==> src/hfa_pkg.sv <==
// ----------------------------------------------------------------------------
// hfa_pkg
// Shared constants, codes and types of the hole fit allocator.
// ----------------------------------------------------------------------------
package hfa_pkg;

  localparam int MAX_HOLES = 32;
  localparam int SIZE_BITS = 16;
  localparam int IDX_W     = $clog2(MAX_HOLES);
  localparam int CNT_W     = $clog2(MAX_HOLES + 1);
  localparam int TOTAL_W   = 21;
  localparam int APB_AW    = 2;
  localparam int APB_DW    = 32;

  typedef enum logic [1:0] {
    REQ_LOAD    = 2'd0,
    REQ_PLACE   = 2'd1,
    REQ_RESTART = 2'd2
  } req_type_e;

  typedef enum logic [1:0] {
    FIT_FIRST = 2'd0,
    FIT_BEST  = 2'd1,
    FIT_WORST = 2'd2
  } fit_mode_e;

  typedef enum logic [2:0] {
    STAT_PLACED  = 3'd0,
    STAT_NO_FIT  = 3'd1,
    STAT_STORED  = 3'd2,
    STAT_FULL    = 3'd3,
    STAT_RESTART = 3'd4
  } status_e;

  // One hole read back from the table, presented to the selector
  typedef struct packed {
    logic                 clr;
    logic                 vld;
    logic                 free;
    logic [IDX_W-1:0]     idx;
    logic [SIZE_BITS-1:0] size;
  } scan_ctl_t;

  // Current choice of the selector
  typedef struct packed {
    logic                 found;
    logic [IDX_W-1:0]     idx;
    logic [SIZE_BITS-1:0] size;
  } pick_t;

endpackage

==> src/hfa_apb_regs.sv <==
// ----------------------------------------------------------------------------
// hfa_apb_regs
// APB register slave holding the placement policy.
// ----------------------------------------------------------------------------
module hfa_apb_regs (
  input  logic                         clk_i,
  input  logic                         rst_ni,
  input  logic                         psel,
  input  logic                         penable,
  input  logic                         pwrite,
  input  logic [hfa_pkg::APB_AW-1:0]   paddr,
  input  logic [hfa_pkg::APB_DW-1:0]   pwdata,
  output logic [hfa_pkg::APB_DW-1:0]   prdata,
  output logic                         pready,
  output logic [1:0]                   fit_mode_o
);
  import hfa_pkg::*;

  logic [1:0] fit_mode_q, fit_mode_d;
  logic       wr_en;

  assign pready = 1'b1;
  assign wr_en  = psel && penable && pwrite && pready;

  always_comb begin
    fit_mode_d = fit_mode_q;
    if (wr_en) begin
      fit_mode_d = pwdata[1:0];
    end
  end

  always_ff @(posedge clk_i or negedge rst_ni) begin
    if (!rst_ni) begin
      fit_mode_q <= FIT_FIRST;
    end else begin
      fit_mode_q <= fit_mode_d;
    end
  end

  // Only the policy register lives in the word at offset zero
  assign prdata     = (paddr == '0) ? {{(APB_DW-2){1'b0}}, fit_mode_q} : '0;
  assign fit_mode_o = fit_mode_q;

endmodule

==> src/hfa_picker.sv <==
// ----------------------------------------------------------------------------
// hfa_picker
// Running hole selection: folds in one table entry per cycle under the
// chosen fit policy and keeps the current best candidate.
// ----------------------------------------------------------------------------
module hfa_picker (
  input  logic                           clk_i,
  input  logic                           rst_ni,
  input  logic [1:0]                     fit_mode_i,
  input  logic [hfa_pkg::SIZE_BITS-1:0]  req_size_i,
  input  hfa_pkg::scan_ctl_t             ctl_i,
  output hfa_pkg::pick_t                 pick_o
);
  import hfa_pkg::*;

  logic                 found_q, found_d;
  logic [IDX_W-1:0]     idx_q, idx_d;
  logic [SIZE_BITS-1:0] size_q, size_d;
  logic                 hit;
  logic                 fits;
  logic                 take;

  assign hit  = ctl_i.vld && ctl_i.free;
  assign fits = ctl_i.size >= req_size_i;

  always_comb begin
    unique case (fit_mode_i)
      FIT_BEST:  take = hit && fits && (!found_q || (ctl_i.size < size_q));
      FIT_WORST: take = hit && (!found_q || (ctl_i.size > size_q));
      default:   take = hit && fits && !found_q;
    endcase
  end

  always_comb begin
    found_d = found_q;
    idx_d   = idx_q;
    size_d  = size_q;
    if (ctl_i.clr) begin
      found_d = 1'b0;
    end else if (take) begin
      found_d = 1'b1;
      idx_d   = ctl_i.idx;
      size_d  = ctl_i.size;
    end
  end

  always_ff @(posedge clk_i or negedge rst_ni) begin
    if (!rst_ni) begin
      found_q <= 1'b0;
    end else begin
      found_q <= found_d;
    end
  end

  always_ff @(posedge clk_i) begin
    idx_q  <= idx_d;
    size_q <= size_d;
  end

  assign pick_o.found = found_q;
  assign pick_o.idx   = idx_q;
  assign pick_o.size  = size_q;

endmodule

==> src/hole_fit_allocator.sv <==
// ----------------------------------------------------------------------------
// hole_fit_allocator
// Places process requests into a table of memory holes by first, best or
// worst fit and reports internal and external fragmentation totals.
// ----------------------------------------------------------------------------
// A transaction is taken when start is high and busy is low. Loads and
// restarts return their result in the cycle after acceptance. A placement
// walks the hole table one entry per cycle through the single read port of
// the size memory; busy stays high until the last entry is folded in, and
// the result strobe rises in the cycle in which busy falls.
// Results appear for a single cycle on done_o and cannot be held off; the
// totals ports hold their value until the next transaction changes them.
// No clearing pass follows reset: unwritten table entries are never read.
module hole_fit_allocator (
  input  logic                          clk_i,
  input  logic                          rst_ni,
  input  logic                          start,
  output logic                          busy,
  input  logic [1:0]                    req_type_i,
  input  logic [hfa_pkg::SIZE_BITS-1:0] size_i,
  output logic                          done_o,
  output logic [2:0]                    status_o,
  output logic [hfa_pkg::IDX_W-1:0]     hole_index_o,
  output logic [hfa_pkg::SIZE_BITS-1:0] leftover_o,
  output logic [hfa_pkg::TOTAL_W-1:0]   internal_total_o,
  output logic [hfa_pkg::TOTAL_W-1:0]   external_total_o,
  input  logic                          psel,
  input  logic                          penable,
  input  logic                          pwrite,
  input  logic [hfa_pkg::APB_AW-1:0]    paddr,
  input  logic [hfa_pkg::APB_DW-1:0]    pwdata,
  output logic [hfa_pkg::APB_DW-1:0]    prdata,
  output logic                          pready
);
  import hfa_pkg::*;

  localparam logic S_IDLE = 1'b0;
  localparam logic S_SCAN = 1'b1;

  logic                 state_q, state_d;
  logic [CNT_W-1:0]     count_q, count_d;
  logic [CNT_W-1:0]     issue_q, issue_d;
  logic                 rd_vld_q;
  logic [IDX_W-1:0]     rd_idx_q;
  logic [SIZE_BITS-1:0] req_q, req_d;
  logic [MAX_HOLES-1:0] used_q, used_d;
  logic [TOTAL_W-1:0]   internal_q, internal_d;
  logic [TOTAL_W-1:0]   free_q, free_d;
  logic [TOTAL_W-1:0]   loaded_q, loaded_d;

  logic                 done_q, done_d;
  logic [2:0]           status_q, status_d;
  logic [IDX_W-1:0]     index_q, index_d;
  logic [SIZE_BITS-1:0] left_q, left_d;

  logic                 mem_we;
  logic [IDX_W-1:0]     mem_waddr;
  logic                 mem_re;
  logic [IDX_W-1:0]     mem_raddr;
  logic [SIZE_BITS-1:0] mem_q [MAX_HOLES];
  logic [SIZE_BITS-1:0] mem_rdata_q;

  logic                 accept;
  logic                 issue_more;
  logic                 placed;
  logic [1:0]           fit_mode;
  scan_ctl_t            scan_ctl;
  pick_t                pick;

  hfa_apb_regs u_regs (
    .clk_i      (clk_i),
    .rst_ni     (rst_ni),
    .psel       (psel),
    .penable    (penable),
    .pwrite     (pwrite),
    .paddr      (paddr),
    .pwdata     (pwdata),
    .prdata     (prdata),
    .pready     (pready),
    .fit_mode_o (fit_mode)
  );

  assign accept     = start && !busy;
  assign issue_more = issue_q < count_q;

  assign scan_ctl.clr  = accept && (req_type_i == REQ_PLACE);
  assign scan_ctl.vld  = rd_vld_q;
  assign scan_ctl.free = !used_q[rd_idx_q];
  assign scan_ctl.idx  = rd_idx_q;
  assign scan_ctl.size = mem_rdata_q;

  hfa_picker u_picker (
    .clk_i      (clk_i),
    .rst_ni     (rst_ni),
    .fit_mode_i (fit_mode),
    .req_size_i (req_q),
    .ctl_i      (scan_ctl),
    .pick_o     (pick)
  );

  // Worst fit may hold a candidate that is too small
  assign placed = pick.found && (pick.size >= req_q);

  assign mem_we    = accept && (req_type_i == REQ_LOAD) && (count_q != CNT_W'(MAX_HOLES));
  assign mem_waddr = count_q[IDX_W-1:0];
  assign mem_re    = (state_q == S_SCAN) && issue_more;
  assign mem_raddr = issue_q[IDX_W-1:0];

  always_ff @(posedge clk_i) begin
    if (mem_we) begin
      mem_q[mem_waddr] <= size_i;
    end
    if (mem_re) begin
      mem_rdata_q <= mem_q[mem_raddr];
    end
  end

  always_comb begin
    state_d    = state_q;
    count_d    = count_q;
    issue_d    = issue_q;
    req_d      = req_q;
    used_d     = used_q;
    internal_d = internal_q;
    free_d     = free_q;
    loaded_d   = loaded_q;
    done_d     = 1'b0;
    status_d   = status_q;
    index_d    = index_q;
    left_d     = left_q;

    unique case (state_q)
      S_IDLE: begin
        if (accept) begin
          req_d = size_i;
          unique case (req_type_i)
            REQ_LOAD: begin
              done_d = 1'b1;
              left_d = '0;
              if (count_q == CNT_W'(MAX_HOLES)) begin
                status_d = STAT_FULL;
                index_d  = '0;
              end else begin
                status_d           = STAT_STORED;
                index_d            = count_q[IDX_W-1:0];
                used_d[mem_waddr]  = 1'b0;
                count_d            = count_q + CNT_W'(1);
                free_d             = free_q + TOTAL_W'(size_i);
                loaded_d           = loaded_q + TOTAL_W'(size_i);
              end
            end
            REQ_PLACE: begin
              state_d = S_SCAN;
              issue_d = '0;
            end
            REQ_RESTART: begin
              done_d     = 1'b1;
              status_d   = STAT_RESTART;
              index_d    = '0;
              left_d     = '0;
              used_d     = '0;
              internal_d = '0;
              free_d     = loaded_q;
            end
            default: begin
              // drop the transaction: no result
            end
          endcase
        end
      end
      S_SCAN: begin
        if (issue_more) begin
          issue_d = issue_q + CNT_W'(1);
        end else if (!rd_vld_q) begin
          // last entry folded in: commit the choice
          state_d = S_IDLE;
          done_d  = 1'b1;
          if (placed) begin
            status_d         = STAT_PLACED;
            index_d          = pick.idx;
            left_d           = pick.size - req_q;
            used_d[pick.idx] = 1'b1;
            internal_d       = internal_q + TOTAL_W'(pick.size - req_q);
            free_d           = free_q - TOTAL_W'(pick.size);
          end else begin
            status_d = STAT_NO_FIT;
            index_d  = '0;
            left_d   = '0;
          end
        end
      end
      default: state_d = S_IDLE;
    endcase
  end

  always_ff @(posedge clk_i or negedge rst_ni) begin
    if (!rst_ni) begin
      state_q    <= S_IDLE;
      count_q    <= '0;
      issue_q    <= '0;
      rd_vld_q   <= 1'b0;
      used_q     <= '0;
      internal_q <= '0;
      free_q     <= '0;
      loaded_q   <= '0;
      done_q     <= 1'b0;
    end else begin
      state_q    <= state_d;
      count_q    <= count_d;
      issue_q    <= issue_d;
      rd_vld_q   <= mem_re;
      used_q     <= used_d;
      internal_q <= internal_d;
      free_q     <= free_d;
      loaded_q   <= loaded_d;
      done_q     <= done_d;
    end
  end

  always_ff @(posedge clk_i) begin
    req_q    <= req_d;
    rd_idx_q <= mem_raddr;
    status_q <= status_d;
    index_q  <= index_d;
    left_q   <= left_d;
  end

  assign busy             = (state_q == S_SCAN);
  assign done_o           = done_q;
  assign status_o         = status_q;
  assign hole_index_o     = index_q;
  assign leftover_o       = left_q;
  assign internal_total_o = internal_q;
  assign external_total_o = free_q;

  a_done_not_busy: assert property (@(posedge clk_i) disable iff (!rst_ni)
    done_o |-> !busy)
    else $error("result strobe while a placement is still scanning");

  a_count_bound: assert property (@(posedge clk_i) disable iff (!rst_ni)
    count_q <= CNT_W'(MAX_HOLES))
    else $error("hole count beyond table depth");

  a_accept_progress: assert property (@(posedge clk_i) disable iff (!rst_ni)
    (accept && (req_type_i == REQ_LOAD || req_type_i == REQ_PLACE ||
                req_type_i == REQ_RESTART)) |=> (done_o || busy))
    else $error("accepted transaction neither answered nor in progress");

  a_leftover_zero: assert property (@(posedge clk_i) disable iff (!rst_ni)
    (done_o && status_o != STAT_PLACED) |-> (leftover_o == '0))
    else $error("nonzero leftover on a result that placed nothing");

endmodule
==> config.mk <==
export PLATFORM = sky130hd
export DESIGN_NAME = hole_fit_allocator
export DESIGN_NICKNAME = d
export VERILOG_FILES = /design/src/hfa_pkg.sv /design/src/hfa_apb_regs.sv /design/src/hfa_picker.sv /design/src/hole_fit_allocator.sv
export SDC_FILE = /design/constraint.sdc
export NUM_CORES = 1
export LEC_CHECK = 0
export BUFFER_PORTS_ARGS = -buffer_cell sky130_fd_sc_hd__buf_2
export CAP_MARGIN = 10
export CORE_MARGIN = 5
export CORE_UTILIZATION = 62
export CTS_CLUSTER_SIZE = 16
export DETAILED_ROUTE_END_ITERATION = 10
export MAX_ROUTING_LAYER = met4
export PLACE_DENSITY = 0.85
export SYNTH_ARGS = -nofsm -noshare
export SYNTH_HDL_FRONTEND = slang
export SYNTH_HIERARCHICAL = 1
export SYNTH_SLANG_ARGS = --single-unit
export TNS_END_PERCENT = 100
==> constraint.sdc <==
create_clock -name clk_i -period 5.7 [get_ports clk_i]
set_clock_uncertainty 0.1 [all_clocks]
set_input_delay 1.14 -clock clk_i [delete_from_list [all_inputs] [get_ports clk_i]]
set_output_delay 1.14 -clock clk_i [all_outputs]
set_load 0.1 [all_outputs]
### Yosys cells after proc, flatten, opt, wreduce, memory -nomap -nowiden

Memory sizes are Yosys's and may differ from the RTL's. A register that Yosys moved wholly into a read port is not among the register bits.
Cells that the tools add are included.

* bits in registers: 179
* bits in writable memories: 512
* bits of input ports: 58
* output and inout port bits: 101
* word-level logic and storage cells: 157
* memories: 1

* add/sub/neg operators: 8
* order comparisons: 10
* equal/unequal tests: 16
* multiplexer cells: 66
* bitwise gates (word level): 6
* reductions and logical operators: 32

Memory list
* mem_q: depth 32, width 16, rd ports 1, clocked after Yosys merged registers in 1, write ports 1, line hole_fit_allocator.sv:60 `logic [SIZE_BITS-1:0] mem_q [MAX_HOLES];`

Operators by type and width (count)
* $mux 21: 10
* $mux 32: 5
* $pmux 32 s2: 2
* $pmux 21 s2: 3
* $mux 16: 5
* $add 21x16->21: 2
* $and 32x32->32: 1
* $ge 16x16->1: 2
* $not 32->32: 1
* $or 32x32->32: 1
* $pmux 16 s2: 1
* $mux 5: 5
* $add 21x21->21: 1
* $sub 21x16->21: 1
* $pmux 5 s2: 2
* $lt 5x6->1 const B: 3
* $mux 6: 3
* $mux 1: 17
* $sub 16x16->17: 1
* $gt 16x16->1: 1
* $lt 16x16->1: 1
* $sub 16x16->16: 1
* $logic_and 1x1->1: 15
* $add 6x1->6 const B: 2
* 28 further kinds: 52

### Depth between registers and ports, before layout

* depth in word-level cells: 10
* mapped depth: 20
* gate-level depth less buffers: 20

### Cells and area by module

Netlist, hierarchy kept.

By module, submodules not included
* hole_fit_allocator: instances 1, cells an instance 1993, area each 30933.4 µm²
* hfa_picker: instances 1, cells an instance 147, area each 1516.5 µm²
* hfa_apb_regs: instances 1, cells an instance 40, area each 345.3 µm²

### Worst setup path after synthesis

No wires, ideal clock.

* path type: input port to output port
* start: input port paddr[1] in the netlist's numbering
* end: output port prdata[0] in the netlist's numbering
* data arrival time: 3.352 ns
* required time: 4.460 ns
* setup slack: 1.108 ns
* cell stages on the path: 1
* cells stage by stage: nor3b_1

* cells in the longest elaborated chain, start to end: 2

RTL lines
* from (decl): line hole_fit_allocator.sv:30 `input logic [hfa_pkg::APB_AW-1:0] paddr,`
* $logic_not 2->1: line hfa_apb_regs.sv:41 `assign prdata = (paddr == '0) ? {{(APB_DW-2){1'b0}}, fit_mode_q} : '0;`
* $mux 2: line hfa_apb_regs.sv:41
* to (decl): line hole_fit_allocator.sv:32 `output logic [hfa_pkg::APB_DW-1:0] prdata,`

No other way between the ends.

### Worst setup path after layout

* start: register u_picker.size_q[0]
* end: register internal_q[20], in the netlist internal_total_o[20]

* cells in the longest elaborated chain, start to end: 6
* elaborated cells on any way between the ends: 10
* those cells by class: 2 x add/sub; 1 x order compare; 1 x eq/ne; 4 x mux; 2 x reduce/logical

RTL lines
* from (decl): line hfa_picker.sv:18 `logic [SIZE_BITS-1:0] size_q, size_d;`
* from (signal assigned): line hfa_picker.sv:57 `size_q <= size_d;`
* $sub 16x16->17: line hole_fit_allocator.sv:183 `internal_d = internal_q + TOTAL_W'(pick.size - req_q);`
* $add 21x21->21: line hole_fit_allocator.sv:183
* $mux 21: line hole_fit_allocator.sv:178 `if (placed) begin`
* $mux 21: line hole_fit_allocator.sv:174 `end else if (!rd_vld_q) begin`
* $mux 21: line hole_fit_allocator.sv:172 `if (issue_more) begin`
* $pmux 21 s2: line hole_fit_allocator.sv:132 `unique case (state_q)`
* to (signal assigned): line hole_fit_allocator.sv:213 `internal_q <= internal_d;`
* to (decl): line hole_fit_allocator.sv:47 `logic [TOTAL_W-1:0] internal_q, internal_d;`

Several ways; a longest one is shown, not always the timed one. The select of a mux whose other input is x is not followed.
A chain may end at the register's enable or synchronous reset.

==> impl_metrics.tcl <==
set metrics [dict create \
    powerDensity_mw_per_mm2 574 \
    avgViaCountPerCell 6.59 \
    min_period_ns 5.18 \
    reg2reg_depth 19 \
    first_pass_iters 8 \
    critical_path_class "register to register" \
    final_antenna_net_count 0 \
    hold_depth 0 \
    synth_area_leaders "edfxtp_1 (54%), mux4_2 (12%), dfrtp_1 (8.6%)" \
    drt_wl_total_um 88100 \
    syn_area_mm2 0.0328 \
    cts.reportedPaths.clkPinSlew_ns 0.06 \
    period_share_pct 90.9 \
    tightestPinTransition_ns 1.15 \
    outcome "complete, but fails checks" \
    synth_edf_count 589 \
    regArea_mm2 0.0206 \
    cts_buffers 72 \
    syn_area_per_cell_um2 15.0 \
    cp_slowest_cell "a2111oi_4" \
    violations "DRC" \
    yosysWarnings 6 \
    cts_root_buf "clkbuf_16" \
    final_area_mm2 0.0367 \
    drc 2 \
    cts_sinks 707 \
    overflow 0 \
    yosys.area.top_type "edfxtp_1" \
    grt_max_degree 79 \
    drt-wirelength-per-cell_um 28.7 \
    die_area_mm2 0.0576 \
    first_global_vias 20500 \
    r2r-end "internal_total_o[20]" \
    die_y_um 240 \
    cp.arrival_ns 5.63 \
    grt_setup_unrepaired "no" \
    final_nets 2514 \
    fin_ws_ns 0.518 \
    tns_ns 0 \
    ioPinCount 159 \
    portBuffers 97 \
    reg2reg_from "u_picker/size_q[0]" \
    max_cap_viol_count 0 \
    clock_path_buffers 3 \
    ys.flop_type "edfxtp_1" \
    route.vias.total 20200 \
    synth_seq_area_share_pct 62.9 \
    stdcell_count 3070 \
    yosys.cell_count.top_type "edfxtp_1" \
    dieWidth_um 240 \
    synth_top_area_share_pct 53.9 \
    drt_iter0_drc 2349 \
    cellLeakagePower_nw 13.7 \
    required_ns 6.15 \
    rows 84 \
    cpPeakStageDelay_ns 0.44 \
    cts-resized-gates 0 \
    initial_core_util_pct 62.5 \
    drive_above_1_share_pct 20.5 \
    fillers 3234 \
    antenna_found_initial 2 \
    multi_input_area_mm2 0.0113 \
    setup_viol 0 \
    ys_top_cells_by_count "edfxtp_1 (589), mux4_2 (170), a21oi_1 (135), nand2_1 (131), ha_1 (129)" \
    ys_types 92 \
    relSlewSlack_pct 23.2 \
    core_mm2 0.0524 \
    hold_class "register to register" \
    cts_setup_buffers 0 \
    async_flop_share_pct 16.0 \
    worstPathCellList "inv_1 -> ha_1 -> inv_1 -> fa_1 -> a21o_1 -> a221o_1 -> a2111oi_4 -> nor2_1 -> a21o_1 -> a21oi_1 -> xnor2_1 -> ha_1 -> a41o_1 -> a221o_1 -> o31ai_2 -> o31a_2 -> mux2i_1 -> a2111o_1 -> nand3_1" \
    gr-usage-all-layers_pct 31.7 \
    routabilityCongestion 0.936 \
    grt_pass1_wl_um 131000 \
    startpoint_type "register" \
    min_from "mem_rdata_q[0]" \
    holdWs_ns 0.355 \
    placedCellCount 2936 \
    r2r_slack_ns 0.52 \
    placed_cell_area_mm2 0.0341 \
    clk_latency_ns 0.63 \
    crit_fanout 3 \
    area_delta_synth_final_pct 11.9 \
    crit_path_end_kind "register" \
    max_freq_ghz 0.193 \
    htreeDepth 3 \
    drv_slew 0 \
    cts-hold-fix-buffers 0 \
    hold_viol_final 0 \
    cts_tree "done" \
    ir_drop_mv 0.389 \
    preCtsSetupSlack_ns 0.689 \
    dpl.hpwl_um 53600 \
    netlist_instances 2180 \
    ys_ff_latch 707 \
    hold_end "u_picker/size_q[0]" \
]
critical path, delay by kind of cell, from the launching register on:
kind,cells,cell delay (ns)
AO/OA/AOI/OAI,10,3.01
XOR/XNOR,1,0.23
AND/OR/NAND/NOR,2,0.22
buffers and inverters,2,0.14
multiplexers,1,0.10
flip-flops,1,0.42
adder cells (fa/ha/maj),3,0.87
cells by family after synthesis:
family / share of synthesized area [%]
DFF: 62.9
and+or+nand+nor: 6.28
AOI/OAI and AO/OA: 8.11
buffers and inverters: 2.99
muxes: 12.5
adders and majority gates: 5.23
xor gates and xnor gates: 1.98
other: 0.0229
metrics by stage:
stage | power (mW) | utilization [%]
3_5_place_dp | 15.8 | 65.1
5_1_grt | 22.0 | 70.0
4_1_cts | 21.0 | 70.0
2_1_floorplan | 13.7 | -
3_3_place_gp | 15.5 | 65.1
6_report | 21.1 | 70.0
how the worst max path moves through the flow:
stage | start | endpoint | slack [ns]
after floorplan | paddr[1] | prdata[0] | 1.11
after global placement | u_picker/size_q[0] | internal_total_o[20] | 0.79
after detailed placement | u_picker/size_q[0] | internal_total_o[20] | 0.69
after CTS | u_picker/size_q[0] | internal_total_o[20] | 0.61
after global routing | u_picker/size_q[0] | internal_total_o[20] | 0.30
final | u_picker/size_q[0] | internal_total_o[20] | 0.52
sequential cells by signal (all words and copies together) (netlist names), 16 cells and up:
register          flops
used_q               32
mem_q               512
leftover_o           16
u_picker/size_q      16
external_total_o     21
mem_rdata_q          16
req_q                16
internal_total_o     21
loaded_q             21
final cells by class:
| class | count | area share [%] |
|---|---|---|
| antenna | 3 | 0.0205 |
| clock buffer | 87 | 5.12 |
| clock inverter | 44 | 1.83 |
| inverter | 101 | 1.03 |
| multi-input combinational | 1281 | 30.8 |
| sequential | 707 | 56.2 |
| tap | 688 | 2.35 |
| timing repair buffer | 159 | 2.60 |
where the power goes:
group | total, mW | switching (mW) | internal (mW) | leakage (nW)
Sequential | 6.89 | 0.647 | 6.24 | 6.79
Clock | 5.12 | 2.09 | 3.03 | 1.23
Combinational | 9.05 | 5.62 | 3.44 | 5.64
placed cells by master (no fill, tap or decap), types with 28 or more instances in the layout:
master	Yosys	layout
buf_4	32	63
nand2_1	131	131
o21ai_0	88	88
mux4_2	170	170
a21oi_1	135	135
xnor2_1	41	41
nor2_1	116	116
edfxtp_1	589	589
dfrtp_1	113	109
a21o_1	38	38
ha_1	129	129
nor3_1	28	28
xor2_1	33	33
conb_1	2	31
clkbuf_16	0	72
inv_1	99	99
buf_2	4	96
per-layer routing:
layer / GRT usage (%) / share of wire [%] / up-vias
met5: - / 0 / -
met4: 13.2 / 5.0 / 0
met3: 5.30 / 8.6 / 234
met2: 52.7 / 51 / 1151
met1: 39.3 / 35 / 10200
li1: - / - / 8688
No activity file was read; power rests on OpenSTA's default activity.
